**config.mk**
```make
export PLATFORM = sky130hd
export DESIGN_NAME = rms_accumulator
export DESIGN_NICKNAME = d
export VERILOG_FILES = /design/src/rtl/rmsa_pkg.sv /design/src/rtl/rmsa_front.sv /design/src/rtl/rmsa_queue.sv /design/src/rtl/rmsa_back.sv /design/src/rtl/rms_accumulator.sv
export SDC_FILE = /design/constraint.sdc
export NUM_CORES = 1
export LEC_CHECK = 0
export ABC_CLOCK_PERIOD_IN_PS = 6340
export BUFFER_PORTS_ARGS = -buffer_cell sky130_fd_sc_hd__buf_2
export CAP_MARGIN = 20
export CELL_PAD_IN_SITES_DETAIL_PLACEMENT = 1
export CELL_PAD_IN_SITES_GLOBAL_PLACEMENT = 2
export CORE_AREA = 2 2 278 280
export DETAILED_ROUTE_END_ITERATION = 8
export DIE_AREA = 0 0 280 282
export PLACE_DENSITY_LB_ADDON = 0.05
export REMOVE_ABC_BUFFERS = 1
export SLEW_MARGIN = 20
export SYNTH_ARGS = -nofsm -noshare
export SYNTH_HDL_FRONTEND = slang
export SYNTH_SLANG_ARGS = --single-unit
```
**constraint.sdc**
```tcl
create_clock -name clk_i -period 6.34 [get_ports clk_i]
set_input_delay 0.634 -clock clk_i [delete_from_list [all_inputs] [get_ports clk_i]]
set_output_delay 0.634 -clock clk_i [all_outputs]
set_load 0.005 [all_outputs]
```
**src/rtl/rmsa_pkg.sv**
```systemverilog
package rmsa_pkg;

  localparam int unsigned SampleBits   = 16;
  localparam int unsigned CountBits    = 16;
  localparam int unsigned SumBitsFull  = 2 * SampleBits - 1 + CountBits;
  localparam int unsigned SumBits      = (SumBitsFull > 63) ? 63 : SumBitsFull;
  localparam int unsigned SqBits       = 2 * SampleBits - 1;
  localparam int unsigned RootBits     = (SumBits + 1) / 2;
  localparam int unsigned RadBits      = 2 * RootBits;
  localparam int unsigned OutValueBits = 16;
  localparam int unsigned OutCountBits = 16;
  // power of two, pointers wrap on their own
  localparam int unsigned QueueDepth   = 4;
  localparam int unsigned QueuePtrBits = $clog2(QueueDepth);
  localparam int unsigned IterBits     = $clog2(SumBits);

  typedef struct packed {
    logic [SumBits-1:0]   sum;
    logic [CountBits-1:0] count;
  } rmsa_snap_t;

  // front to queue: one finished group
  typedef struct packed {
    logic       valid;
    rmsa_snap_t snap;
  } rmsa_push_t;

  // queue to back: oldest waiting group
  typedef struct packed {
    logic       valid;
    rmsa_snap_t snap;
  } rmsa_head_t;

  typedef enum logic [1:0] {
    BkIdle,
    BkDiv,
    BkSqrt,
    BkDone
  } rmsa_back_state_e;

endpackage

```
**src/rtl/rmsa_front.sv**
```systemverilog
module rmsa_front (
  input  logic                                clk_i,
  input  logic                                rst_ni,
  input  logic                                in_valid_i,
  output logic                                in_stall_o,
  input  logic signed [rmsa_pkg::SampleBits-1:0] sample_i,
  input  logic                                sample_absent_i,
  input  logic                                group_end_i,
  input  logic                                queue_full_i,
  output rmsa_pkg::rmsa_push_t                push_o
);
  import rmsa_pkg::*;

  logic                    s1_valid_q, s1_valid_d;
  logic                    s1_present_q;
  logic                    s1_last_q;
  logic [SqBits-1:0]       s1_sq_q;
  logic [SampleBits-1:0]   raw;
  logic [SampleBits-1:0]   mag;
  logic [2*SampleBits-1:0] sq_full;
  logic [SumBits-1:0]      sum_q, sum_d, sum_acc, sum_new;
  logic [SumBits:0]        sum_wide;
  logic [CountBits-1:0]    cnt_q, cnt_d, cnt_acc, cnt_new;
  logic                    advance;
  logic                    go;

  // only a group end facing a full queue holds the pipe
  assign in_stall_o = s1_valid_q && s1_last_q && queue_full_i;
  assign advance    = !in_stall_o;
  assign go         = s1_valid_q && advance;

  assign raw     = sample_i;
  assign mag     = raw[SampleBits-1] ? (~raw + 1'b1) : raw;
  assign sq_full = (2*SampleBits)'(mag) * (2*SampleBits)'(mag);

  assign sum_wide = {1'b0, sum_q} + (SumBits+1)'(s1_sq_q);
  assign sum_acc  = sum_wide[SumBits] ? '1 : sum_wide[SumBits-1:0];
  assign cnt_acc  = (cnt_q == '1) ? cnt_q : cnt_q + 1'b1;
  assign sum_new  = s1_present_q ? sum_acc : sum_q;
  assign cnt_new  = s1_present_q ? cnt_acc : cnt_q;

  assign push_o.valid      = go && s1_last_q;
  assign push_o.snap.sum   = sum_new;
  assign push_o.snap.count = cnt_new;

  assign s1_valid_d = advance ? in_valid_i : s1_valid_q;

  always_comb begin
    sum_d = sum_q;
    cnt_d = cnt_q;
    if (go) begin
      if (s1_last_q) begin
        sum_d = '0;
        cnt_d = '0;
      end else begin
        sum_d = sum_new;
        cnt_d = cnt_new;
      end
    end
  end

  always_ff @(posedge clk_i or negedge rst_ni) begin
    if (!rst_ni) begin
      s1_valid_q <= 1'b0;
      sum_q      <= '0;
      cnt_q      <= '0;
    end else begin
      s1_valid_q <= s1_valid_d;
      sum_q      <= sum_d;
      cnt_q      <= cnt_d;
    end
  end

  always_ff @(posedge clk_i) begin
    if (advance) begin
      s1_sq_q      <= sq_full[SqBits-1:0];
      s1_present_q <= !sample_absent_i;
      s1_last_q    <= group_end_i;
    end
  end

endmodule

```
**src/rtl/rmsa_queue.sv**
```systemverilog
module rmsa_queue (
  input  logic                 clk_i,
  input  logic                 rst_ni,
  input  rmsa_pkg::rmsa_push_t push_i,
  output logic                 full_o,
  input  logic                 pop_i,
  output rmsa_pkg::rmsa_head_t head_o
);
  import rmsa_pkg::*;

  rmsa_snap_t              mem_q [QueueDepth];
  logic [QueuePtrBits-1:0] wr_ptr_q, wr_ptr_d;
  logic [QueuePtrBits-1:0] rd_ptr_q, rd_ptr_d;
  logic [QueuePtrBits:0]   fill_q, fill_d;
  logic                    do_push;
  logic                    do_pop;

  assign full_o      = (fill_q == (QueuePtrBits+1)'(QueueDepth));
  assign head_o.valid = (fill_q != '0);
  assign head_o.snap  = mem_q[rd_ptr_q];

  assign do_push = push_i.valid && !full_o;
  assign do_pop  = pop_i && head_o.valid;

  always_comb begin
    wr_ptr_d = do_push ? wr_ptr_q + 1'b1 : wr_ptr_q;
    rd_ptr_d = do_pop ? rd_ptr_q + 1'b1 : rd_ptr_q;
    case ({do_push, do_pop})
      2'b10:   fill_d = fill_q + 1'b1;
      2'b01:   fill_d = fill_q - 1'b1;
      default: fill_d = fill_q;
    endcase
  end

  always_ff @(posedge clk_i or negedge rst_ni) begin
    if (!rst_ni) begin
      wr_ptr_q <= '0;
      rd_ptr_q <= '0;
      fill_q   <= '0;
    end else begin
      wr_ptr_q <= wr_ptr_d;
      rd_ptr_q <= rd_ptr_d;
      fill_q   <= fill_d;
    end
  end

  always_ff @(posedge clk_i) begin
    if (do_push) begin
      mem_q[wr_ptr_q] <= push_i.snap;
    end
  end

endmodule

```
**src/rtl/rmsa_back.sv**
```systemverilog
module rmsa_back (
  input  logic                              clk_i,
  input  logic                              rst_ni,
  input  rmsa_pkg::rmsa_head_t              head_i,
  output logic                              pop_o,
  output logic                              out_valid_o,
  input  logic                              out_stall_i,
  output logic [rmsa_pkg::OutValueBits-1:0] rms_value_o,
  output logic                              result_missing_o,
  output logic [rmsa_pkg::OutCountBits-1:0] sample_count_o
);
  import rmsa_pkg::*;

  rmsa_back_state_e        state_q, state_d;
  logic [IterBits-1:0]     iter_q;
  logic [SumBits-1:0]      dvd_q;
  logic [CountBits-1:0]    div_q;
  logic [CountBits-1:0]    rem_q;
  logic [RadBits-1:0]      rad_q;
  logic [RootBits-1:0]     root_q;
  logic [RootBits:0]       srem_q;
  logic                    miss_q;
  logic                    out_valid_q;
  logic [OutValueBits-1:0] value_q;
  logic                    missing_q;
  logic [OutCountBits-1:0] count_q;
  logic                    load_out;
  logic                    iter_last;

  // restoring divide, one quotient bit per cycle
  logic [CountBits:0]      dshift, ddiff;
  logic                    dge;
  logic [SumBits-1:0]      quo_next;
  // digit-by-digit square root, two radicand bits per cycle
  logic [RootBits+2:0]     sshift, strial, sdiff;
  logic                    sge;

  assign iter_last = (iter_q == '0);

  assign dshift   = {rem_q, dvd_q[SumBits-1]};
  assign dge      = (dshift >= {1'b0, div_q});
  assign ddiff    = dshift - {1'b0, div_q};
  assign quo_next = {dvd_q[SumBits-2:0], dge};

  assign sshift = {srem_q, rad_q[RadBits-1 -: 2]};
  assign strial = {1'b0, root_q, 2'b01};
  assign sge    = (sshift >= strial);
  assign sdiff  = sshift - strial;

  always_comb begin
    state_d = state_q;
    case (state_q)
      BkIdle: begin
        if (head_i.valid) begin
          state_d = (head_i.snap.count == '0) ? BkDone : BkDiv;
        end
      end
      BkDiv: begin
        if (iter_last) state_d = BkSqrt;
      end
      BkSqrt: begin
        if (iter_last) state_d = BkDone;
      end
      BkDone: begin
        if (load_out) state_d = BkIdle;
      end
      default: state_d = BkIdle;
    endcase
  end

  always_comb begin
    pop_o    = (state_q == BkIdle) && head_i.valid;
    load_out = (state_q == BkDone) && (!out_valid_q || !out_stall_i);
  end

  always_ff @(posedge clk_i or negedge rst_ni) begin
    if (!rst_ni) begin
      state_q     <= BkIdle;
      out_valid_q <= 1'b0;
    end else begin
      state_q <= state_d;
      if (load_out) begin
        out_valid_q <= 1'b1;
      end else if (!out_stall_i) begin
        out_valid_q <= 1'b0;
      end
    end
  end

  always_ff @(posedge clk_i) begin
    case (state_q)
      BkIdle: begin
        if (pop_o) begin
          dvd_q  <= head_i.snap.sum;
          div_q  <= head_i.snap.count;
          rem_q  <= '0;
          root_q <= '0;
          miss_q <= (head_i.snap.count == '0);
          iter_q <= IterBits'(SumBits - 1);
        end
      end
      BkDiv: begin
        rem_q <= dge ? ddiff[CountBits-1:0] : dshift[CountBits-1:0];
        dvd_q <= quo_next;
        if (iter_last) begin
          rad_q  <= RadBits'(quo_next);
          root_q <= '0;
          srem_q <= '0;
          iter_q <= IterBits'(RootBits - 1);
        end else begin
          iter_q <= iter_q - 1'b1;
        end
      end
      BkSqrt: begin
        srem_q <= sge ? sdiff[RootBits:0] : sshift[RootBits:0];
        root_q <= {root_q[RootBits-2:0], sge};
        rad_q  <= {rad_q[RadBits-3:0], 2'b00};
        iter_q <= iter_q - 1'b1;
      end
      default: begin
      end
    endcase
  end

  always_ff @(posedge clk_i) begin
    if (load_out) begin
      value_q   <= OutValueBits'(root_q);
      missing_q <= miss_q;
      count_q   <= OutCountBits'(div_q);
    end
  end

  assign out_valid_o      = out_valid_q;
  assign rms_value_o      = value_q;
  assign result_missing_o = missing_q;
  assign sample_count_o   = count_q;

endmodule

```
**src/rtl/rms_accumulator.sv**
```systemverilog
// rms_accumulator: root mean square over groups of signed samples.
// Input channel (in_valid_i / in_stall_o) carries one sample per request with
// an absent flag and a group-end flag. Present samples are squared and summed
// with saturation; the group end hands the sum and count to a four-entry
// queue and clears the accumulator.
// Output channel (out_valid_o / out_stall_i) carries one request per group:
// floor(sqrt(sum / count)), the count, and a missing flag for empty groups.
// Throughput: one sample per cycle; the front only stalls when a group end
// meets a full queue. In the back end each group takes a load, 47 divide
// steps, 24 square-root steps and an output load (an empty group skips the
// divide and root steps) in the bit-serial divider and root unit; up to four
// group ends can be buffered. A group's result passes the queue, back end
// and output register, and waits while earlier groups are still queued.
// Reset clears the accumulator, the queue and the output valid at once.
// A stalled output holds its result; the back end waits, the queue fills,
// and then group ends stall the input.
module rms_accumulator (
  input  logic                                   clk_i,
  input  logic                                   rst_ni,
  input  logic                                   in_valid_i,
  output logic                                   in_stall_o,
  input  logic signed [rmsa_pkg::SampleBits-1:0] sample_i,
  input  logic                                   sample_absent_i,
  input  logic                                   group_end_i,
  output logic                                   out_valid_o,
  input  logic                                   out_stall_i,
  output logic [rmsa_pkg::OutValueBits-1:0]      rms_value_o,
  output logic                                   result_missing_o,
  output logic [rmsa_pkg::OutCountBits-1:0]      sample_count_o
);
  import rmsa_pkg::*;

  rmsa_push_t push;
  rmsa_head_t head;
  logic       queue_full;
  logic       pop;

  rmsa_front u_front (
    .clk_i           (clk_i),
    .rst_ni          (rst_ni),
    .in_valid_i      (in_valid_i),
    .in_stall_o      (in_stall_o),
    .sample_i        (sample_i),
    .sample_absent_i (sample_absent_i),
    .group_end_i     (group_end_i),
    .queue_full_i    (queue_full),
    .push_o          (push)
  );

  rmsa_queue u_queue (
    .clk_i  (clk_i),
    .rst_ni (rst_ni),
    .push_i (push),
    .full_o (queue_full),
    .pop_i  (pop),
    .head_o (head)
  );

  rmsa_back u_back (
    .clk_i            (clk_i),
    .rst_ni           (rst_ni),
    .head_i           (head),
    .pop_o            (pop),
    .out_valid_o      (out_valid_o),
    .out_stall_i      (out_stall_i),
    .rms_value_o      (rms_value_o),
    .result_missing_o (result_missing_o),
    .sample_count_o   (sample_count_o)
  );

endmodule
```
* After elaboration in Yosys (flattened, before gate mapping)
Memories as Yosys holds them, arrays and structs flattened.
Cells that the tools add are included.
** Storage, ports and cells
- Register bits :: 323
- RAM bits :: 252
- Output and inout bits :: 35
- Memories :: 1
** Memory list
- u_queue.mem_q :: words 4, bits a word 63, rd ports 1, clocked after memory_dff 0, write ports 1, RTL line rmsa_queue.sv:11 : rmsa_snap_t mem_q [QueueDepth];
** Cells by class
- $add $sub $neg :: 10
- Multiply operators :: 1
- $lt $le $gt $ge :: 2
- Equal/unequal tests :: 13
- Muxes and demuxes :: 34
- Bitwise gates (word level) :: 1
- Reduce and logical (&&, ||, !) cells :: 28
** Operators with widths (number)
- two-way mux 47 bit :: 4
- two-way mux 16 bit :: 6
- one-hot mux 48 bit (2 select lines) :: 1
- one-hot mux 47 bit (2 select lines) :: 1
- one-hot mux 24 bit (3 select lines) :: 1
- two-way mux 25 bit :: 2
- one-hot mux 25 bit (2 select lines) :: 1
- adder 47 x 31 -> 48 bit :: 1
- two-way mux 24 bit :: 2
- two-way mux 48 bit :: 1
- adder 16 x 1 -> 16 bit, second input constant :: 2
- one-hot mux 16 bit (2 select lines) :: 1
- multiplier 16 x 16 -> 31 bit :: 1
- greater-or-equal comparator 27 x 26 -> 1 bit :: 1
- subtractor 25 bit :: 1
- one-hot mux 6 bit (3 select lines) :: 1
- greater-or-equal comparator 17 x 16 -> 1 bit :: 1
- equality test 16 bit, second input constant :: 1
- logical NOT 16 bit :: 1
- NOT 16 bit :: 1
- subtractor 16 bit :: 1
- two-way mux 6 bit :: 2
- two-way mux 2 bit :: 5
- != test 2 x 1 -> 1 bit, second input constant :: 5
- 21 further kinds :: 45

* Logic depth before layout (Yosys ltp)
Gate-level depths: netlist of run 1.
- Depth in word-level cells :: 8
- Gate-level depth with buffers :: 32

* Hierarchy
Synthesis of run 1 repeated with hierarchy kept, for this count alone.
** Second synthesis, totals
- Cells, all modules :: 2756
- Area, all modules :: 34295.4 um2
** Modules (own cells, without submodules)
- rmsa_front :: times used 1, cells each 1549, area each 13678.1 um2, seq. area each 2562.5 um2
- rmsa_back :: times used 1, cells each 841, area each 11098.1 um2, seq. area each 6561.3 um2
- rmsa_queue :: times used 1, cells each 366, area each 9519.1 um2, seq. area each 7742.4 um2

* Least setup slack after synthesis of run 1
Ideal clock, no wire load.
- Path kind :: in2reg
- Start :: in sample_i[0] in the netlist's numbering
- End :: reg u_front.s1_sq_q[29] (data pin)
- Setup time :: 0.258 ns
- Arrival :: 7.848 ns
- Data required time :: 6.082 ns
- Setup slack :: -1.765 ns
- Cell stages on the path :: 28
- Path buffers :: 1
- Cell sequence :: inv_1 clkbuf_1 ha_1 nand3_1 or2_1 or3b_1 and2_1 xnor2_1 clkinv_1 nand2_1 fa_1 fa_1 inv_1 fa_1 fa_1 fa_1 inv_1 fa_1 inv_1 ha_1 o21ai_0 nand2b_1 a21oi_1 or3_1 o31a_1 o21ai_1 a31oi_1 xnor2_1
** Between the ends
- Word-level cells in the longest chain between the ends :: 4
** Ends and longest elaborated chain
- from (decl) :: RTL line rms_accumulator.sv:22 : input logic signed [rmsa_pkg::SampleBits-1:0] sample_i,
- NOT 16 bit :: RTL line rmsa_front.sv:33 : assign mag = raw[SampleBits-1] ? (~raw + 1'b1) : raw;
- adder 16 x 1 -> 16 bit :: RTL line rmsa_front.sv:33
- two-way mux 16 bit * :: RTL line rmsa_front.sv:33
- multiplier 16 x 16 -> 31 bit * :: RTL line rmsa_front.sv:34 : assign sq_full = (2*SampleBits)'(mag) * (2*SampleBits)'(mag);
- via u_front.sq_full[29] :: RTL line rmsa_front.sv:20 : logic [2*SampleBits-1:0] sq_full;
- to (signal assigned) :: RTL line rmsa_front.sv:76 : s1_sq_q <= sq_full[SqBits-1:0];
- to (decl) :: RTL line rmsa_front.sv:17 : logic [SqBits-1:0] s1_sq_q;
Mark *: on every way through the listed nets, which the timed path passes. The rest lies on a longest branch.
A chain may end at the register's enable or synchronous reset.

* Worst setup path in the final report of run 1
- Start :: in sample_i[4] in the netlist's numbering
- End :: reg u_front.s1_sq_q[30] (data pin)
The elaborated chain is that of the path after synthesis.

==> metrics.cfg, run 1 <==
[status]
outcome=finished, violations left
violations=setup timing

[placed_design]
dpl.hpwl_mm=61.7
portBuffers=56
gp_congestion=0.813

[worst_setup_path]
cpMaxStageDelayCell=fa_1
arrival_ns=7.44
crit_fanout=3
cp-end-kind=register
crit_type=primary input to register
cp_common_cell=fa_1
slowest_delay_ns=0.52
start_kind=primary input
required_ns=6.71

[finish]
nets=3453
ff_latch_area_mm2=0.0169
multi_input_area_mm2=0.0161
fin_util=0.524
fill_cells=7831
drive_gt1_frac=0.204
antennaDiodeCount=0
area_delta_synth_final_pct=16.9

[drt]
vias_per_cell=5.40
wirelength_mm=83.6
drtIter0Drc=1194
drc_errors=0
wl_per_cell_um=20.3
dr.pass1.iters=4
num_vias=22214
ant_nets=0

[clocking]
clkLatencyLatePin_ns=0.63
clockRootBuffer=clkbuf_16
numCtsBuffers=61
cts_tree=built
path_clk_slew_ns=0.06
clockBufferDepth=3
clock_sinks=574
cts_max_level=2

[yosys]
async_flop_share=0.129
synth_top_area_frac=0.443
ys_ff_latch=574
synth-main-ff-cell=edfxtp_1
yosys-top-cells-count=edfxtp_1 (500), inv_1 (323), nand2_1 (313), nor2_1 (210), ha_1 (183)
synth_most_common_cell=edfxtp_1
synth_edf_count=500
netlist_area_mm2=0.0339
synth_cell_types=84
synth_top_area_cell=edfxtp_1
avgSynthCellArea_um2=12.1
ys_warn_count=0
yosysSeqAreaShare=0.497
syn_inst=2811
ys_top_cells_by_area=edfxtp_1 (44%), fa_1 (9.9%), ha_1 (6.8%)

[sta]
fin_crit_ns=7.07
drv_slew=0
skew_ns=0.0370
fin_crit_sh=1.12
max_freq_ghz=0.141
tns_ns=-7.70
setup_viol=16
rsz0062_at_grt=true
slew_headroom=0.309
worst_slack_ns=-0.731
hold_viol_final=0
worst_pin_slew_ns=1.04

[floorplan]
start_util=0.448
rows=101
chipHeight_um=282
die_w_um=280
core_mm2=0.0757
pin_count=57
die_area_mm2=0.0790

[global_routing]
gr-usage-all-layers=0.215
first_global_vias=24764
grt_busiest_layer=met2
met1_usage=0.278
grt_use_met3=0.0254
grt_pass1_wl_mm=135
grt_overflow=0
met2_usage=0.387
grt_max_degree=74
antenna_found_initial=0

[worst_hold_path]
worstHoldPathType=primary input to async pin

[run]
max_cap_viol_count=0

-- critical path, delay by kind of cell --
kind | cells | cell delay (ns)
and+or+nand+nor | 8 | 1.36
adders and majority gates | 7 | 3.24
AOI/OAI and AO/OA | 5 | 0.93
xor gates and xnor gates | 2 | 0.37
buffers and inverters | 9 | 0.90
-- routing by layer --
metal,up-vias,wire [um]
met5,-,0
met4,0,1580
met3,114,2150
met2,265,42500
met1,11404,37400
li1,10431,-
-- final cells by class --
class	instances	area share
Sequential cell	574	0.426
Multi-Input combinational cell	1823	0.405
Timing Repair Buffer	289	0.0542
Clock buffer	87	0.0438
Inverter	331	0.0314
Tap cell	978	0.0309
Clock inverter	29	0.00903
-- cells in the final DEF, fill, tap and decap left out, drive strengths merged, types with 70 or more instances in the layout --
cell type	Yosys	final
edfxtp	500	500
inv	327	329
nand2	314	314
buf	31	289
nor2	214	214
ha	183	183
fa	168	168
a21oi	121	121
xnor2	95	95
clkbuf	62	87
dfrtp	74	74
o21ai	70	70
-- sequential cells by signal (all words and copies together) (netlist names), 2 cells and up --
| signal | flops |
|---|---|
| u_queue.mem_q | 252 |
| u_front.cnt_q | 16 |
| u_back.srem_q | 25 |
| u_back.rem_q | 16 |
| u_front.sum_q | 47 |
| u_queue.rd_ptr_q | 2 |
| u_front.s1_sq_q | 30 |
| u_queue.fill_q | 3 |
| u_back.sample_count_o | 16 |
| u_queue.wr_ptr_q | 2 |
| u_back.root_q | 24 |
| u_back.rad_q | 48 |
| u_back.dvd_q | 47 |
| u_back.iter_q | 6 |
| u_back.rms_value_o | 16 |
| u_back.div_q | 16 |
| u_back.state_q | 2 |
-- path summary, 6_finish.rpt --
kind	start	endpoint	slack, ns	cells after the start
max reg2reg	u_front.sum_q[11]	u_queue.mem_q[2][51]	2.01	8
min reg2reg	u_back.root_q[2]	u_back.rms_value_o[2]	0.45	0
min	rst_ni	u_front.sum_q[40]	0.01	1
min in group clk_i	group_end_i	u_front.s1_last_q	0.19	1
max in group asynchronous	rst_ni	u_front.sum_q[4]	5.23	2
max	sample_i[4]	u_front.s1_sq_q[30]	-0.73	31
-- stage by stage --
step / worst slack (ns) / area (um^2) / std cells / hold WS, ns
after floorplan: -1.62 / 33600 / 2728 / 0.338
final: -0.731 / 39600 / 4111 / 0.0138
after detailed placement: -1.88 / 36700 / 3971 / 0.439
after global placement: -1.85 / 36700 / 3970 / 0.437
after CTS: -0.674 / 39400 / 4102 / 0.0185
after global routing: -0.976 / 39600 / 4111 / 0.0217
-- what timing repair did --
item | CTS | global route
hold buffers | 0 | 0
resized for setup | 100 | 47
setup endpoints to repair | 18 | 19
setup buffers | 17 | 12
pin swaps | 85 | 82
-- kinds of logic (layout without fill, tap and decap cells) --
kind of cell / after synthesis / in the layout / synth area share
adder cells (fa/ha/maj): 351 / 351 / 0.167
AO/OA/AOI/OAI: 437 / 437 / 0.0866
buffers and inverters: 424 / 736 / 0.0477
multiplexers: 146 / 146 / 0.0681
AND/OR/NAND/NOR: 738 / 738 / 0.0971
XOR/XNOR: 139 / 139 / 0.0361
flip-flops: 574 / 574 / 0.497
other: 2 / 12 / 0.000221
Power of run 1 is left out: the tool's default activity adds up to more than one toggle a clock period on the data nets, which glitch-free logic cannot reach.
==> inputs of run 2 (changes only) <==
--- a/config.mk
+++ b/config.mk
@@ -10,11 +10,12 @@
 export CAP_MARGIN = 20
 export CELL_PAD_IN_SITES_DETAIL_PLACEMENT = 1
 export CELL_PAD_IN_SITES_GLOBAL_PLACEMENT = 2
-export CORE_AREA = 2 2 278 280
+export CORE_AREA = 2 2 228 342
 export DETAILED_ROUTE_END_ITERATION = 8
-export DIE_AREA = 0 0 280 282
+export DIE_AREA = 0 0 230 344
 export PLACE_DENSITY_LB_ADDON = 0.05
 export REMOVE_ABC_BUFFERS = 1
+export SETUP_SLACK_MARGIN = 0.2
 export SLEW_MARGIN = 20
 export SYNTH_ARGS = -nofsm -noshare
 export SYNTH_HDL_FRONTEND = slang
==> run 2 against run 1 <==
  * The flow finishes with violations (hold timing, setup timing)
  * Critical path type unchanged
  * First-iteration DRC count decreased by 29%
  * Wire length up 0.58%
  * Non-clock buffer count up 23
  * Sequential cell count unchanged
  * Register-to-register slack got worse by 0.07 ns
  * Clock-buffer cell count down 22
  * Clock skew shrank 0.020 ns
==> metrics.cfg, run 2 (synthesis gave the netlist of run 1 again) <==
[sta]
fin_crit_sh=1.12
hold_viol_final=1
rsz0062_at_grt=true
slew_headroom=0.301
fin_crit_ns=7.08
setup_viol=17
worst_pin_slew_ns=1.05
drv_slew=0
max_freq_ghz=0.141
skew_ns=0.0169
hold_ws_ns=-0.00216
tns_ns=-8.36
worst_slack_ns=-0.740

[worst_setup_path]
start_kind=primary input
crit_type=primary input to register
cp_common_cell=fa_1
cpMaxStageDelayCell=fa_1
required_ns=6.68
r2r-end=u_queue.mem_q[1][60]
r2r_start=u_front.sum_q[11]
arrival_ns=7.42
r2r_setup_slack_ns=1.94
slowest_delay_ns=0.55
rr_worst_depth=8
cp-end-kind=register
crit_fanout=4

[drt]
drtIter0Drc=846
ant_nets=0
wl_per_cell_um=20.3
dr.pass1.iters=4
vias_per_cell=5.36
num_vias=22236
wirelength_mm=84.0
drc_errors=0

[global_routing]
first_global_vias=25077
grt_max_degree=65
grt_pass1_wl_mm=135
grt_overflow=0
gr-usage-all-layers=0.217
antenna_found_initial=0

[clocking]
path_clk_slew_ns=0.07
clkLatencyLatePin_ns=0.60
cts_tree=built
clockRootBuffer=clkbuf_16
numCtsBuffers=52
cts_hold_buf=0
cts_max_level=2
clockBufferDepth=3
clock_sinks=574

[finish]
antennaDiodeCount=0
area_delta_synth_final_pct=16.7
regMostFlops=u_queue.mem_q
drive_gt1_frac=0.209
reg.largest.list=u_queue.mem_q x252, u_back.rad_q x48
nets=3467
final_common_cell=edfxtp_1
largest_reg_flops=252
final_cell_mix=edfxtp_1 (500), inv_1 (310), nand2_1 (302)

[floorplan]
die_w_um=230
pin_count=57
core_mm2=0.0760
rows=124
chipHeight_um=344
die_area_mm2=0.0791
start_util=0.446

[placed_design]
gp_congestion=0.859
portBuffers=56
dpl.hpwl_mm=63.8

[run]
max_cap_viol_count=0

[status]
violations=hold timing, setup timing
outcome=finished, violations left

[worst_hold_path]
worstHoldPathType=primary input to async pin

==> run 2: cell types whose count changed in the layout (fill, tap and decap cells not counted), moves of 3 or more <==
cell       change
buf_4         +22
clkbuf_1       -7
clkbuf_16     -10
clkbuf_8       -5
clkinv_1       +3
nor2_2         -5
nor2_4         +7
nor3_2         +3
==> run 2: metrics by stage <==
stage	instance area, um^2	std cells	setup WS, ns	hold slack (ns)	util
floorplan	33600	2728	-1.62	0.338	-
global placement	36900	4016	-1.79	0.413	0.485
detailed placement	36900	4016	-1.84	0.432	0.485
CTS	39300	4135	-0.725	0.00623	0.517
global route	39600	4146	-0.973	0.0300	0.521
finish	39600	4146	-0.740	-0.00216	0.521
==> run 2: final cells by class <==
type                       instances  area (um^2)
fill                            7902        36400
clock buffer                      65         1390
tap                             1008         1260
clock inverter                    33          414
inverter                         331         1250
sequential                       574        16900
multi-input combinational       1823        16100
timing repair buffer             312         2300
==> run 2: critical path: cells and delay by family <==
family / cells / cell delay (ns)
adders and majority gates: 7 / 3.04
and+or+nand+nor: 10 / 1.68
AOI/OAI and AO/OA: 5 / 0.91
buffers and inverters: 8 / 0.79
xor gates and xnor gates: 3 / 0.37
==> run 2: worst max path at each step <==
| stage | from | end | cells past startpoint | slack [ns] |
|---|---|---|---|---|
| after floorplan | sample_i[0] | u_front.s1_sq_q[27] | 29 | -1.62 |
| after global routing | sample_i[0] | u_front.s1_sq_q[30] | 33 | -0.97 |
| final | sample_i[0] | u_front.s1_sq_q[30] | 33 | -0.74 |
| after global placement | sample_i[0] | u_front.s1_sq_q[29] | 30 | -1.79 |
| after detailed placement | sample_i[0] | u_front.s1_sq_q[27] | 28 | -1.84 |
| after CTS | sample_i[0] | u_front.s1_sq_q[27] | 28 | -0.72 |
==> run 2: per-layer routing <==
metal | track usage | vias to the layer above | share of wire
met1 | 0.220 | 11312 | 0.36
li1 | - | 10449 | -
met3 | 0.0169 | 170 | 0.020
met5 | 0 | - | 0
met4 | 0.102 | 0 | 0.050
met2 | 0.443 | 305 | 0.57
==> run 2: what timing repair did <==
item                       CTS  global route
buffers inserted            21            11
gates resized for setup    113            44
pin swaps                   71            30
setup endpoints to repair   19            21
Power of run 2 is left out for the same reason.
==> inputs of run 3 (changes only) <==
--- a/config.mk
+++ b/config.mk
@@ -5,14 +5,15 @@
 export SDC_FILE = /design/constraint.sdc
 export NUM_CORES = 1
 export LEC_CHECK = 0
-export ABC_CLOCK_PERIOD_IN_PS = 6340
+export ABC_CLOCK_PERIOD_IN_PS = 8600
 export BUFFER_PORTS_ARGS = -buffer_cell sky130_fd_sc_hd__buf_2
 export CAP_MARGIN = 20
 export CELL_PAD_IN_SITES_DETAIL_PLACEMENT = 1
 export CELL_PAD_IN_SITES_GLOBAL_PLACEMENT = 2
-export CORE_AREA = 2 2 228 342
+export CORE_AREA = 2 2 216 324
+export CTS_BUF_LIST = sky130_fd_sc_hd__clkbuf_8
 export DETAILED_ROUTE_END_ITERATION = 8
-export DIE_AREA = 0 0 230 344
+export DIE_AREA = 0 0 218 326
 export PLACE_DENSITY_LB_ADDON = 0.05
 export REMOVE_ABC_BUFFERS = 1
 export SETUP_SLACK_MARGIN = 0.2
==> constraint.sdc (replaced) <==
create_clock -name clk_i -period 8.6 [get_ports clk_i]
set_input_delay 0.86 -clock clk_i [delete_from_list [all_inputs] [get_ports clk_i]]
set_output_delay 0.86 -clock clk_i [all_outputs]
set_load 0.005 [all_outputs]
==> run 3 against run 2 <==
  * The flow now finishes without violations
  * Setup slack gained 1.4 ns
  * Via count shrank 2.1%
  * Worst hold slack gained 0.43 ns
  * Register-to-register slack gained 2.4 ns
  * Sequential cell count is the same
  * Global-route usage grew 2.2 points
  * Sequential share of layout area grew 2.7 points
  * Highest routed layer unchanged
  * Critical path depth shrank 3
  * Largest cell class unchanged
  * Clock skew grew 0.014 ns
  * Utilization grew 2.2 points
==> metrics.cfg, run 3 (synthesis gave the netlist of run 1 again) <==
[clocking]
numCtsBuffers=83
clock_sinks=574
cts_max_level=3
path_clk_slew_ns=0.07
cts_tree=built
clockRootBuffer=clkbuf_8
clockBufferDepth=3
clkLatencyLatePin_ns=0.66

[finish]
fill_cells=7160
area_delta_synth_final_pct=9.66
nets=3305
final_cell_mix=edfxtp_1 (500), inv_1 (346), nand2_1 (312)
reg.largest.list=u_queue.mem_q x252, u_back.rad_q x48
largest_reg_flops=252
final_common_cell=edfxtp_1
regMostFlops=u_queue.mem_q
drive_gt1_frac=0.131

[floorplan]
pin_count=57
die_w_um=218
die_area_mm2=0.0711
core_mm2=0.0685
chipHeight_um=326
start_util=0.495
rows=118

[worst_hold_path]
hold_start=u_back.miss_q
hold_end=u_back.result_missing_o
min_path_cells=0
worstHoldPathType=register to register

[worst_setup_path]
critPathTopFamily=adder cells
cp_common_cell=fa_1
critPathBufInv=7
crit_fanout=8
start_kind=primary input
crit_type=primary input to register
required_ns=9.11
r2r-end=u_front.sum_q[26]
cpMaxStageDelayCell=fa_1
r2r_setup_slack_ns=4.31
arrival_ns=8.41
slowest_delay_ns=0.55
rr_worst_depth=9
r2r_start=u_front.sum_q[11]
cp-end-kind=register

[drt]
num_vias=21765
vias_per_cell=5.58
drtIter0Drc=961
wl_per_cell_um=21.1
ant_nets=0
drc_errors=0
wirelength_mm=82.2
dr.pass1.iters=5

[global_routing]
first_global_vias=24634
grt_max_degree=74
antenna_found_initial=2
gr-usage-all-layers=0.239
grt_overflow=0
grt_pass1_wl_mm=133

[sta]
rsz0062_at_grt=false
fin_crit_sh=0.918
worst_pin_slew_ns=1.06
slew_headroom=0.290
setup_viol=0
skew_ns=0.0305
tns_ns=0
drv_slew=0
hold_viol_final=0
fin_crit_ns=7.90
max_freq_ghz=0.127

[run]
max_cap_viol_count=0

[placed_design]
dpl.hpwl_mm=61.9
gp_congestion=0.914
portBuffers=56

[status]
outcome=complete, no violations

[run 3: changes by cell type in the layout (fill, tap and decap cells not counted), moves of 9 or more]
cell | previous run | this run
a21oi_1 | 107 | 118
a21oi_2 | 12 | 2
buf_4 | 241 | 62
buf_6 | 14 | 1
clkbuf_1 | 9 | 0
clkbuf_16 | 52 | 0
clkbuf_8 | 4 | 91
clkinv_1 | 8 | 18
ha_1 | 171 | 181
inv_1 | 310 | 346
inv_2 | 16 | 4
nand2_1 | 302 | 312
nor2_1 | 190 | 208
nor2_4 | 16 | 3
[run 3: worst register-to-register path, delay by kind of cell, from the launching register on]
family | cells | cell delay (ns)
adders and majority gates | 1 | 0.36
DFF | 1 | 0.41
and+or+nand+nor | 1 | 0.62
AOI/OAI and AO/OA | 7 | 2.79
[run 3: routing by layer]
layer,share of wire,vias up,global-route usage,wire [um]
met3,0.020,155,0.0212,1670
met5,0,-,0,0
met1,0.36,11122,0.244,29500
met4,0.040,0,0.100,3280
li1,-,10148,-,-
met2,0.58,340,0.482,47800
[run 3: worst max-delay path by stage]
| stage | startpoint | to | cells past startpoint |
|---|---|---|---|
| 6_report | sample_i[1] | u_front.s1_sq_q[27] | 30 |
| 5_1_grt | sample_i[1] | u_front.s1_sq_q[29] | 29 |
| 4_1_cts | sample_i[1] | u_front.s1_sq_q[27] | 30 |
| 3_5_place_dp | sample_i[1] | u_front.s1_sq_q[27] | 30 |
| 3_3_place_gp | sample_i[0] | u_front.s1_sq_q[27] | 28 |
| 2_1_floorplan | sample_i[0] | u_front.s1_sq_q[27] | 29 |
[run 3: stage by stage]
| step | std cells | util | worst slack (ns) | hold WS [ns] | cell area, um^2 |
|---|---|---|---|---|---|
| floorplan | 2728 | - | 0.419 | 0.400 | 33600 |
| global placement | 3746 | 0.518 | 0.194 | 0.412 | 35500 |
| detailed placement | 3746 | 0.518 | -0.00693 | 0.408 | 35500 |
| CTS | 3902 | 0.543 | 0.685 | 0.385 | 37200 |
| global route | 3904 | 0.543 | 0.275 | 0.406 | 37200 |
| finish | 3904 | 0.543 | 0.701 | 0.423 | 37200 |
[run 3: cell type report]
type,count,area (um^2),area share
timing repair buffer,119,762,0.0205
multi-input combinational,1823,15500,0.417
inverter,331,1240,0.0334
clock buffer,91,1250,0.0337
antenna,2,5.00,0.000135
sequential,574,16900,0.454
tap,900,1130,0.0303
clock inverter,64,408,0.0110
[run 3: timing repair]
| item | 4_1_cts | 5_1_grt |
|---|---|---|
| hold buffers | 1 | 0 |
| setup buffers | 0 | 0 |
| endpoints found under the hold margin | 2 | 0 |
| gates resized for setup | 0 | 0 |
Power of run 3 is left out for the same reason.
